### config.mk
export PLATFORM = sky130hd
export DESIGN_NAME = handheld_console_timer
export DESIGN_NICKNAME = d
export VERILOG_FILES = /design/src/rtl/hct_pkg.sv /design/src/rtl/hct_datapath.sv /design/src/rtl/hct_controller.sv /design/src/rtl/handheld_console_timer.sv
export VERILOG_INCLUDE_DIRS = /design/src /design/src/rtl
export SDC_FILE = /design/constraint.sdc
export NUM_CORES = 1
export LEC_CHECK = 0
export CAP_MARGIN = 15
export CORE_MARGIN = 2
export CORE_UTILIZATION = 59
export CTS_BUF_LIST = sky130_fd_sc_hd__clkbuf_8 sky130_fd_sc_hd__clkbuf_16
export DETAILED_ROUTE_END_ITERATION = 7
export DONT_BUFFER_PORTS = 1
export GPL_TIMING_DRIVEN = 0
export PLACE_DENSITY_LB_ADDON = 0.05
export SLEW_MARGIN = 20
export SYNTH_ARGS = -nofsm -noshare
export SYNTH_HDL_FRONTEND = slang
export SYNTH_SLANG_ARGS = --single-unit
export TNS_END_PERCENT = 20
### constraint.sdc
create_clock -name clk -period 3.1 [get_ports clk]
set_input_delay 0.31 -clock clk [delete_from_list [all_inputs] [get_ports clk]]
set_output_delay 0.31 -clock clk [all_outputs]
set_load 0.03 [all_outputs]
### src/rtl/handheld_console_timer_macros.svh
// ----------------------------------------------------------------------------
// handheld_console_timer_macros
// Assertion macros shared by the timer RTL. Each macro expects clk and rst_n
// to exist in the module that uses it.
// ----------------------------------------------------------------------------
`ifndef HANDHELD_CONSOLE_TIMER_MACROS_SVH
`define HANDHELD_CONSOLE_TIMER_MACROS_SVH

// The consequent must hold in the same cycle as the antecedent.
`define HCT_ASSERT_SAME(label, ante, cons, msg) \
    label: assert property (@(posedge clk) disable iff (!rst_n) (ante) |-> (cons)) \
        else $error(msg);

// The consequent must hold in the cycle after the antecedent.
`define HCT_ASSERT_NEXT(label, ante, cons, msg) \
    label: assert property (@(posedge clk) disable iff (!rst_n) (ante) |=> (cons)) \
        else $error(msg);

`endif

### src/rtl/hct_pkg.sv
// ----------------------------------------------------------------------------
// hct_pkg
// Shared types and constants of the divider and timer block.
// ----------------------------------------------------------------------------
package hct_pkg;

    // Configuration register indexes.
    localparam logic [1:0] REG_TIMER_ENABLE = 2'd0;
    localparam logic [1:0] REG_CLOCK_SELECT = 2'd1;
    localparam logic [1:0] REG_RELOAD_VALUE = 2'd2;

    // Clock select codes.
    localparam logic [1:0] SEL_4096   = 2'd0;
    localparam logic [1:0] SEL_262144 = 2'd1;
    localparam logic [1:0] SEL_65536  = 2'd2;
    localparam logic [1:0] SEL_16384  = 2'd3;

    // Commands from the controller to the datapath.
    typedef struct packed {
        logic start;     // request accepted: advance divider, set up the walk
        logic step;      // walk one machine cycle
        logic load_out;  // copy the final state into the output registers
    } hct_cmd_t;

    // Status from the datapath to the controller.
    typedef struct packed {
        logic walk_done; // no machine cycles left to walk
    } hct_status_t;

    // Divider bit watched for the selected rate.
    function automatic logic tap_bit(input logic [15:0] div, input logic [1:0] sel);
        logic bit_val;
        case (sel)
            SEL_4096:   bit_val = div[9];
            SEL_262144: bit_val = div[3];
            SEL_65536:  bit_val = div[5];
            SEL_16384:  bit_val = div[7];
            default:    bit_val = div[9];
        endcase
        return bit_val;
    endfunction

endpackage

### src/rtl/hct_datapath.sv
// ----------------------------------------------------------------------------
// hct_datapath
// Divider, timer counter, walk counter, configuration and output registers.
// ----------------------------------------------------------------------------
module hct_datapath (
    input  logic                clk,
    input  logic                rst_n,
    input  logic                cfg_we,
    input  logic [1:0]          cfg_index,
    input  logic [7:0]          cfg_data,
    input  logic [7:0]          cycle_count,
    input  hct_pkg::hct_cmd_t   cmd,
    output hct_pkg::hct_status_t status,
    output logic [7:0]          divider_value,
    output logic [7:0]          divider_low,
    output logic [7:0]          timer_count,
    output logic                interrupt_raised
);
    import hct_pkg::*;

    logic        enable_reg;
    logic [1:0]  select_reg;
    logic [7:0]  reload_reg;
    logic [15:0] div_reg;
    logic [7:0]  counter_reg;
    logic        running_reg;
    logic        last_pulse_reg;
    logic        pending_reg;
    logic        irq_reg;
    logic [15:0] walk_clk_reg;
    logic [7:0]  remain_reg;
    logic [7:0]  div_hi_out_reg;
    logic [7:0]  div_lo_out_reg;
    logic [7:0]  count_out_reg;
    logic        irq_out_reg;

    logic [15:0] div_next;
    logic [15:0] walk_clk_next;
    logic [7:0]  base_count;
    logic [7:0]  inc_count;
    logic        pulse;
    logic        falling;

    // Divider value at the end of this request.
    assign div_next = div_reg + {8'd0, cycle_count};

    // One walked machine cycle: reload a pending overflow, then look for a falling edge.
    assign walk_clk_next = walk_clk_reg + 16'd1;
    assign pulse         = tap_bit(walk_clk_next, select_reg);
    assign falling       = last_pulse_reg && !pulse;
    assign base_count    = pending_reg ? reload_reg : counter_reg;
    assign inc_count     = base_count + 8'd1;

    assign status.walk_done = (remain_reg == 8'd0);

    // Configuration registers.
    always_ff @(posedge clk or negedge rst_n)
    begin
        if (!rst_n)
        begin
            enable_reg <= 1'b0;
            select_reg <= 2'd0;
            reload_reg <= 8'd0;
        end
        else if (cfg_we)
        begin
            case (cfg_index)
                REG_TIMER_ENABLE: enable_reg <= cfg_data[0];
                REG_CLOCK_SELECT: select_reg <= cfg_data[1:0];
                REG_RELOAD_VALUE: reload_reg <= cfg_data;
                default:          ;
            endcase
        end
    end

    // Timer state and walk bookkeeping.
    always_ff @(posedge clk or negedge rst_n)
    begin
        if (!rst_n)
        begin
            div_reg        <= 16'd0;
            counter_reg    <= 8'd0;
            running_reg    <= 1'b0;
            last_pulse_reg <= 1'b0;
            pending_reg    <= 1'b0;
            irq_reg        <= 1'b0;
            walk_clk_reg   <= 16'd0;
            remain_reg     <= 8'd0;
        end
        else if (cmd.start)
        begin
            div_reg     <= div_next;
            running_reg <= enable_reg;
            irq_reg     <= 1'b0;
            if (enable_reg && !running_reg)
            begin
                // First enabled request walks only the cycle at the new divider value.
                walk_clk_reg <= div_next - 16'd1;
                remain_reg   <= 8'd1;
            end
            else if (enable_reg)
            begin
                walk_clk_reg <= div_reg;
                remain_reg   <= cycle_count;
            end
            else
            begin
                remain_reg <= 8'd0;
            end
        end
        else if (cmd.step)
        begin
            walk_clk_reg   <= walk_clk_next;
            remain_reg     <= remain_reg - 8'd1;
            last_pulse_reg <= pulse;
            irq_reg        <= irq_reg | pending_reg;
            counter_reg    <= falling ? inc_count : base_count;
            pending_reg    <= falling && (inc_count == 8'd0);
        end
    end

    // Output registers, loaded only when the previous result has been taken.
    always_ff @(posedge clk)
    begin
        if (cmd.load_out)
        begin
            div_hi_out_reg <= div_reg[15:8];
            div_lo_out_reg <= div_reg[7:0];
            count_out_reg  <= counter_reg;
            irq_out_reg    <= irq_reg;
        end
    end

    assign divider_value    = div_hi_out_reg;
    assign divider_low      = div_lo_out_reg;
    assign timer_count      = count_out_reg;
    assign interrupt_raised = irq_out_reg;

endmodule

### src/rtl/hct_controller.sv
// ----------------------------------------------------------------------------
// hct_controller
// Sequencer that accepts a request, steps the walk and hands off the result.
// ----------------------------------------------------------------------------
`include "handheld_console_timer_macros.svh"

module hct_controller (
    input  logic                 clk,
    input  logic                 rst_n,
    input  logic                 in_valid,
    output logic                 in_stall,
    output logic                 out_valid,
    input  logic                 out_stall,
    input  hct_pkg::hct_status_t status,
    output hct_pkg::hct_cmd_t    cmd
);
    import hct_pkg::*;

    localparam logic [1:0] ST_IDLE   = 2'd0;
    localparam logic [1:0] ST_WALK   = 2'd1;
    localparam logic [1:0] ST_FINISH = 2'd2;

    logic [1:0] state_reg;
    logic [1:0] state_next;
    logic       out_valid_reg;
    logic       out_valid_next;
    logic       accept;
    logic       out_free;

    assign in_stall  = (state_reg != ST_IDLE);
    assign accept    = in_valid && !in_stall;
    assign out_free  = !out_valid_reg || !out_stall;
    assign out_valid = out_valid_reg;

    // Commands to the datapath.
    assign cmd.start    = accept;
    assign cmd.step     = (state_reg == ST_WALK) && !status.walk_done;
    assign cmd.load_out = (state_reg == ST_FINISH) && out_free;

    // Next state and output valid.
    always_comb
    begin
        state_next     = state_reg;
        out_valid_next = out_valid_reg;
        if (out_valid_reg && !out_stall)
        begin
            out_valid_next = 1'b0;
        end
        case (state_reg)
            ST_IDLE:
            begin
                if (accept)
                begin
                    state_next = ST_WALK;
                end
            end
            ST_WALK:
            begin
                if (status.walk_done)
                begin
                    state_next = ST_FINISH;
                end
            end
            ST_FINISH:
            begin
                if (out_free)
                begin
                    out_valid_next = 1'b1;
                    state_next     = ST_IDLE;
                end
            end
            default:
            begin
                state_next = ST_IDLE;
            end
        endcase
    end

    always_ff @(posedge clk or negedge rst_n)
    begin
        if (!rst_n)
        begin
            state_reg     <= ST_IDLE;
            out_valid_reg <= 1'b0;
        end
        else
        begin
            state_reg     <= state_next;
            out_valid_reg <= out_valid_next;
        end
    end

    // A new request always starts a walk.
    `HCT_ASSERT_NEXT(a_accept_walk, accept, state_reg == ST_WALK, "request did not start a walk")
    // A finished walk with a free output register always delivers a result.
    `HCT_ASSERT_NEXT(a_finish_out, cmd.load_out, out_valid_reg && state_reg == ST_IDLE,
        "finished result was not presented")
    // Stepping and starting never overlap.
    `HCT_ASSERT_SAME(a_no_overlap, cmd.step, !cmd.start && !cmd.load_out,
        "walk step overlapped another command")

endmodule

### src/rtl/handheld_console_timer.sv
// ----------------------------------------------------------------------------
// handheld_console_timer
// Free-running 16-bit divider with a programmable 8-bit timer and interrupt.
// ----------------------------------------------------------------------------
// Each request adds cycle_count machine cycles to the divider. While the timer
// is enabled the block walks those cycles one per clock. It accepts the
// request, walks each cycle, sees the walk end and hands the result to the
// output register; a disabled timer walks no cycles, and the first request
// after enabling walks only the last one. The walk counter in the datapath
// holds the cycles left to walk. The next request is accepted as soon as the
// result sits in the output register, even while that result is stalled.
module handheld_console_timer (
    input  logic       clk,
    input  logic       rst_n,
    input  logic       cfg_we,
    input  logic [1:0] cfg_index,
    input  logic [7:0] cfg_data,
    input  logic       in_valid,
    output logic       in_stall,
    input  logic [7:0] cycle_count,
    output logic       out_valid,
    input  logic       out_stall,
    output logic [7:0] divider_value,
    output logic [7:0] divider_low,
    output logic [7:0] timer_count,
    output logic       interrupt_raised
);
    import hct_pkg::*;

    hct_cmd_t    cmd;
    hct_status_t status;

    // Sequencer.
    hct_controller u_ctrl (
        .clk       (clk),
        .rst_n     (rst_n),
        .in_valid  (in_valid),
        .in_stall  (in_stall),
        .out_valid (out_valid),
        .out_stall (out_stall),
        .status    (status),
        .cmd       (cmd)
    );

    // Divider, counter and result registers.
    hct_datapath u_dp (
        .clk              (clk),
        .rst_n            (rst_n),
        .cfg_we           (cfg_we),
        .cfg_index        (cfg_index),
        .cfg_data         (cfg_data),
        .cycle_count      (cycle_count),
        .cmd              (cmd),
        .status           (status),
        .divider_value    (divider_value),
        .divider_low      (divider_low),
        .timer_count      (timer_count),
        .interrupt_raised (interrupt_raised)
    );

endmodule

Word level (Yosys, flattened, before mapping)

Index checks and enable logic that the tools add are counted.

Bitwise logic cells: 2
Add/subtract/negate cells: 5
Multiplexer cells: 20
Reductions and logical operators: 27
Equality and inequality tests: 11

Operator list:

| operator                                                                | count |
|---|---|
| 16-bit two-way mux                                                      | 4 |
| 8-bit two-way mux                                                       | 6 |
| 16-bit by 1-bit adder with 16-bit output, second input constant         | 1 |
| 16-bit by 8-bit adder with 16-bit output                                | 1 |
| 8-bit logical NOT                                                       | 2 |
| 16-bit by 1-bit subtractor with 16-bit output, second input constant    | 1 |
| 2-bit AND reduction                                                     | 5 |
| 8-bit by 1-bit adder with 8-bit output, second input constant           | 1 |
| 2-bit equality test, second input constant                              | 4 |
| 8-bit by 1-bit subtractor with 8-bit output, second input constant      | 1 |
| 1-bit logical AND                                                       | 7 |
| 2-bit by 1-bit equality test with 1-bit output, second input constant   | 3 |
| 1-bit logical NOT                                                       | 6 |
| 2-bit logical NOT                                                       | 3 |
| 2-bit two-way mux                                                       | 3 |
| 2-bit by 1-bit inequality test with 1-bit output, second input constant | 3 |
| 2-bit case mux with 3 select lines                                      | 1 |
| 1-bit two-way mux                                                       | 5 |
| 1-bit case mux with 4 select lines                                      | 1 |
| 2-bit nonzero test                                                      | 2 |
| 3-bit by 1-bit inequality test with 1-bit output, second input constant | 1 |
| 3-bit AND reduction                                                     | 1 |
| 1-bit logical OR                                                        | 1 |
| 1-bit inverter                                                          | 1 |
| 1-bit bitwise OR                                                        | 1 |

Word-level logic and storage cells: 82
Input bits: 23
Bits in registers: 91
Output and inout bits: 27

Longest topological paths before layout

Depth after elaboration: 5
Depth in mapped cells: 10
Mapped depth without buffers: 10

Hierarchy

Synthesis repeated with hierarchy kept, for this count alone.

Cell total of the unflattened synthesis: 471
Area total of the unflattened synthesis: 4,767.1 µm²

Modules (own cells, without submodules):

| module         | area an instance (µm²) | cells an instance | instances |
|---|---|---|---|
| hct_datapath   | 4,623.2                | 455               | 1 |
| hct_controller | 143.9                  | 16                | 1 |

Worst setup path before layout

OpenSTA, ideal clock, no wires.

Path type: flip-flop to flip-flop
From: register u_dp.div_reg[0]
To: register u_dp.walk_clk_reg[9]
Buffers on the path: 0
Data required time: 2.971 ns
Arrival: 2.190 ns
Setup time: 0.129 ns
Path slack: 0.780 ns
Cell stages (with the launch flop): 11
Cells stage by stage: dfrtp_1 > ha_1 > inv_1 > fa_1 > nand2b_1 > a21oi_1 > xor2_1 > nor3_1 > nand4_1 > xnor2_1 > o21ai_0

Cells in the longest elaborated chain, start to end: 4

RTL lines:

| item                                          | RTL line            | source |
|---|---|---|
| start: declaration                            | hct_datapath.sv:24  | `logic [15:0] div_reg;` |
| start signal: assignment                      | hct_datapath.sv:92  | `div_reg <= div_next;` |
| 16-bit by 8-bit adder with 16-bit output      | hct_datapath.sv:45  | `assign div_next = div_reg + {8'd0, cycle_count};` |
| 16-bit by 1-bit subtractor with 16-bit output | hct_datapath.sv:98  | `walk_clk_reg <= div_next - 16'd1;` |
| 16-bit two-way mux                            | hct_datapath.sv:95  | `if (enable_reg && !running_reg)` |
| 16-bit two-way mux                            | hct_datapath.sv:90  | `else if (cmd.start)` |
| end signal: assignment                        | hct_datapath.sv:98  |  |
| end signal: assignment                        | hct_datapath.sv:103 | `walk_clk_reg <= div_reg;` |
| end signal: assignment                        | hct_datapath.sv:113 | `walk_clk_reg <= walk_clk_next;` |
| end: declaration                              | hct_datapath.sv:30  | `logic [15:0] walk_clk_reg;` |

No other way between the ends.
A chain may end at the register's enable or synchronous reset.

Worst setup path in the final report

Ends and elaborated chain as after synthesis.

==> flow_summary.toml <==
[critical_path]
crit_fanout = 5
critPathLaunchType = "register"
crit_type = "register to register"
endpoint_kind = "register"
crit_arrival_ns = 3.00
worstPathRequired_ns = 3.34

[power]
p_clk_frac = 0.171
p_switching_mw = 2.25
switching_share = 0.437
p_per_area_mw_per_mm2 = 997
power_mw = 5.14
p_comb_frac = 0.468
peakVddDrop_uv = 467
power_leakage_nw = 2.03
seqPwrFrac = 0.360
power.internal_mw = 2.90

[synth]
netlist.top_cell.by_area = "dfrtp_1"
postSynthAreaPerCell_um2 = 10.0
seq_area_frac_synth = 0.476
ys_types = 63
ys_ff_latch = 85
synth_fp_nets = 510
syn_area_mm2 = 0.00473
synth_cells = 472
ys.flop_type = "dfrtp_1"
synth_enable_flop_cells = 25
synth_top_cell_area_share = 0.317
yosysWarnings = 0
netlist_top_cells_area = "dfrtp_1 (32%), edfxtp_1 (16%), xnor2_1 (4.8%), mux2_2 (4.3%), a21oi_1 (4.2%)"
async_reset_ff_frac = 0.706

[sta]
fin_worst_skew_ns = 0.0122
max_slew_margin = 0.382
fin_crit_sh = 0.889
clock.fmax_mhz = 363
tns_ns = 0
holdWs_ns = 0.0966
rsz0062_at_grt = "false"
period_minus_slack_ns = 2.76
worst_pin_slew_ns = 0.919
hold_viol = 0
setup_viol = 0
slew_violations = 0

[clock_tree]
cts_resized = 0
cts_tree = "yes"
htreeDepth = 3
root_buffer = "clkbuf_8"
cts_buffers = 9
cts.path.max_buffers = 2
cts_sinks = 85
path_clk_slew_ns = 0.09
worstSkewPairLatency_ns = 0.36

[status]
status = "completed"

[finish]
finalNonFillerCells = 593
largest_reg_flops = 16
multi_input_area_mm2 = 0.00234
regArea_mm2 = 0.00225
synthToLayoutAreaGrowth_pct = 9.02
antenna_cells = 0
drive_gt1_frac = 0.116
fin_nets = 524
fillers = 628
final_area_mm2 = 0.00516

[drt]
drt_iter0_drc = 190
wl_per_cell_um = 18.0
drtAntennaViolNets = 0
dr.pass1.iters = 4
drt_wl_total_um = 10700
vias = 3694
drcViolationCount = 0
vias_per_cell = 6.23

[global_route]
grt_max_degree = 61
grt.total_usage = 0.261
grt_pass1_vias = 3624
grt_pass1_wl_um = 17800
grt_overflow_total = 0
antenna_found_initial = 0

[floorplanning]
die-width_um = 93.6
rows = 32
io_pins = 50
coreArea_mm2 = 0.00777
dieArea_mm2 = 0.00875
die_height_um = 93.6
initial_utilization = 0.609

[job]
maxCapViolCount = 0

[placement]
dpl.hpwl_um = 7680
placed_area_mm2 = 0.00490
gp_congestion = 0.929
port_buffers = 0
dpl.cell_count = 575

[worst_hold_path]
hold_class = "primary input to register"
area by class of cell:
cell class                 count  share of cell area
clock inverter                 7              0.0192
timing repair buffer           3              0.0126
inverter                      13             0.00946
buffer                        21              0.0194
tap                          102              0.0247
multi-input combinational    353               0.454
clock buffer                   9              0.0240
sequential                    85               0.437
power groups by stage:
stage | combinational [mW] | sequential (mW) | clock (mW)
6_report | 2.41 | 1.85 | 0.882
5_1_grt | 2.70 | 1.90 | 0.950
4_1_cts | 2.39 | 1.85 | 0.893
3_5_place_dp | 2.35 | 1.87 | 0
3_3_place_gp | 2.28 | 1.86 | 0
2_1_floorplan | 1.87 | 1.77 | 0
critical path, stage by stage (launching register included):
cell	delay (ns)
dfrtp_1	0.40
ha_1	0.20
inv_1	0.06
fa_1	0.41
nand2b_1	0.19
a21oi_1	0.20
nor3_1	0.08
nor3b_1	0.57
nand4_1	0.20
xnor2_1	0.24
o21ai_0	0.10
metal layers:
metal | wire length [µm] | vias up | global-route usage
met1 | 4920 | 1818 | 0.369
met2 | 5100 | 109 | 0.405
met5 | 0 | - | 0
met4 | 139 | 0 | 0.0894
li1 | - | 1752 | -
met3 | 521 | 15 | 0.0516
Yosys cell counts, types with 2 or more instances:
master and instances:
inv_1 13, o21a_1 2, nand2b_1 12, dfrtp_1 60, nor3_1 12, a31oi_1 7, and4_1 3, a21o_1 4
and3_1 3, xor2_1 6, nor4_1 5, clkbuf_1 11, buf_2 5, a211oi_1 7, o31ai_1 3, nand4_1 6
buf_1 2, nor2_1 33, nand3b_1 4, nor3b_1 3, o311ai_0 2, ha_1 14, nand2_1 45, edfxtp_1 25
nor2b_1 4, a21oi_1 40, o221ai_1 3, xnor2_1 26, mux2_2 18, a22oi_1 2, buf_4 2, o22ai_1 7
and2_1 2, nand3_1 23, o21ai_0 26, a2bb2oi_1 2, mux2i_1 4
through the flow:
stage | setup WS (ns) | util
after global placement | 0.216 | 0.626
after CTS | 0.367 | 0.664
final | 0.345 | 0.664
after floorplan | 0.780 | -
after detailed placement | 0.373 | 0.631
after global routing | 0.183 | 0.664
cells by family (layout without fill, tap and decap cells):
| group | count (synthesis) | in the layout | share of synthesized area |
|---|---|---|---|
| buf+inv | 34 | 53 | 0.0315 |
| flops | 85 | 85 | 0.476 |
| xor+xnor | 32 | 32 | 0.0592 |
| fa+ha+maj | 15 | 15 | 0.0412 |
| compound gates | 118 | 118 | 0.157 |
| simple gates | 165 | 165 | 0.181 |
| mux | 23 | 23 | 0.0542 |
final timing paths:
check	start	endpoint	slack [ns]	depth (start not counted)
setup / recovery	u_dp.div_reg[0]	u_dp.walk_clk_reg[9]	0.34	10
hold / removal	cfg_data[2]	u_dp.reload_reg[2]	0.1	1
setup reg to reg	u_dp.div_reg[0]	u_dp.walk_clk_reg[9]	0.34	10
hold reg to reg	u_dp.irq_reg	u_dp.interrupt_raised	0.47	0
max in group asynchronous	rst_n	u_dp.walk_clk_reg[5]	2.35	2
min in group asynchronous	rst_n	u_dp.remain_reg[5]	0.49	2
timing repair:
action / 4_1_cts / 5_1_grt
endpoints found under the hold margin: 60 / 0
hold buffers: 2 / 0
setup buffers: 0 / 0
layout by cell type, fill, tap and decap left out, types with 5 or more instances in the layout:
| cell type | count |
|---|---|
| a21oi_1 | 39 |
| nor3_1 | 12 |
| inv_1 | 14 |
| a31oi_1 | 7 |
| clkbuf_8 | 9 |
| xor2_1 | 6 |
| buf_2 | 5 |
| nand4_1 | 6 |
| nand3_1 | 23 |
| o21ai_0 | 26 |
| nand2_1 | 45 |
| a211oi_1 | 7 |
| nor2_1 | 33 |
| dfrtp_1 | 60 |
| mux2_2 | 18 |
| clkbuf_1 | 11 |
| xnor2_1 | 26 |
| nand2b_1 | 12 |
| ha_1 | 14 |
| o22ai_1 | 7 |
| edfxtp_1 | 25 |
| nor4_1 | 5 |
Power figures use the tool's default switching activity.
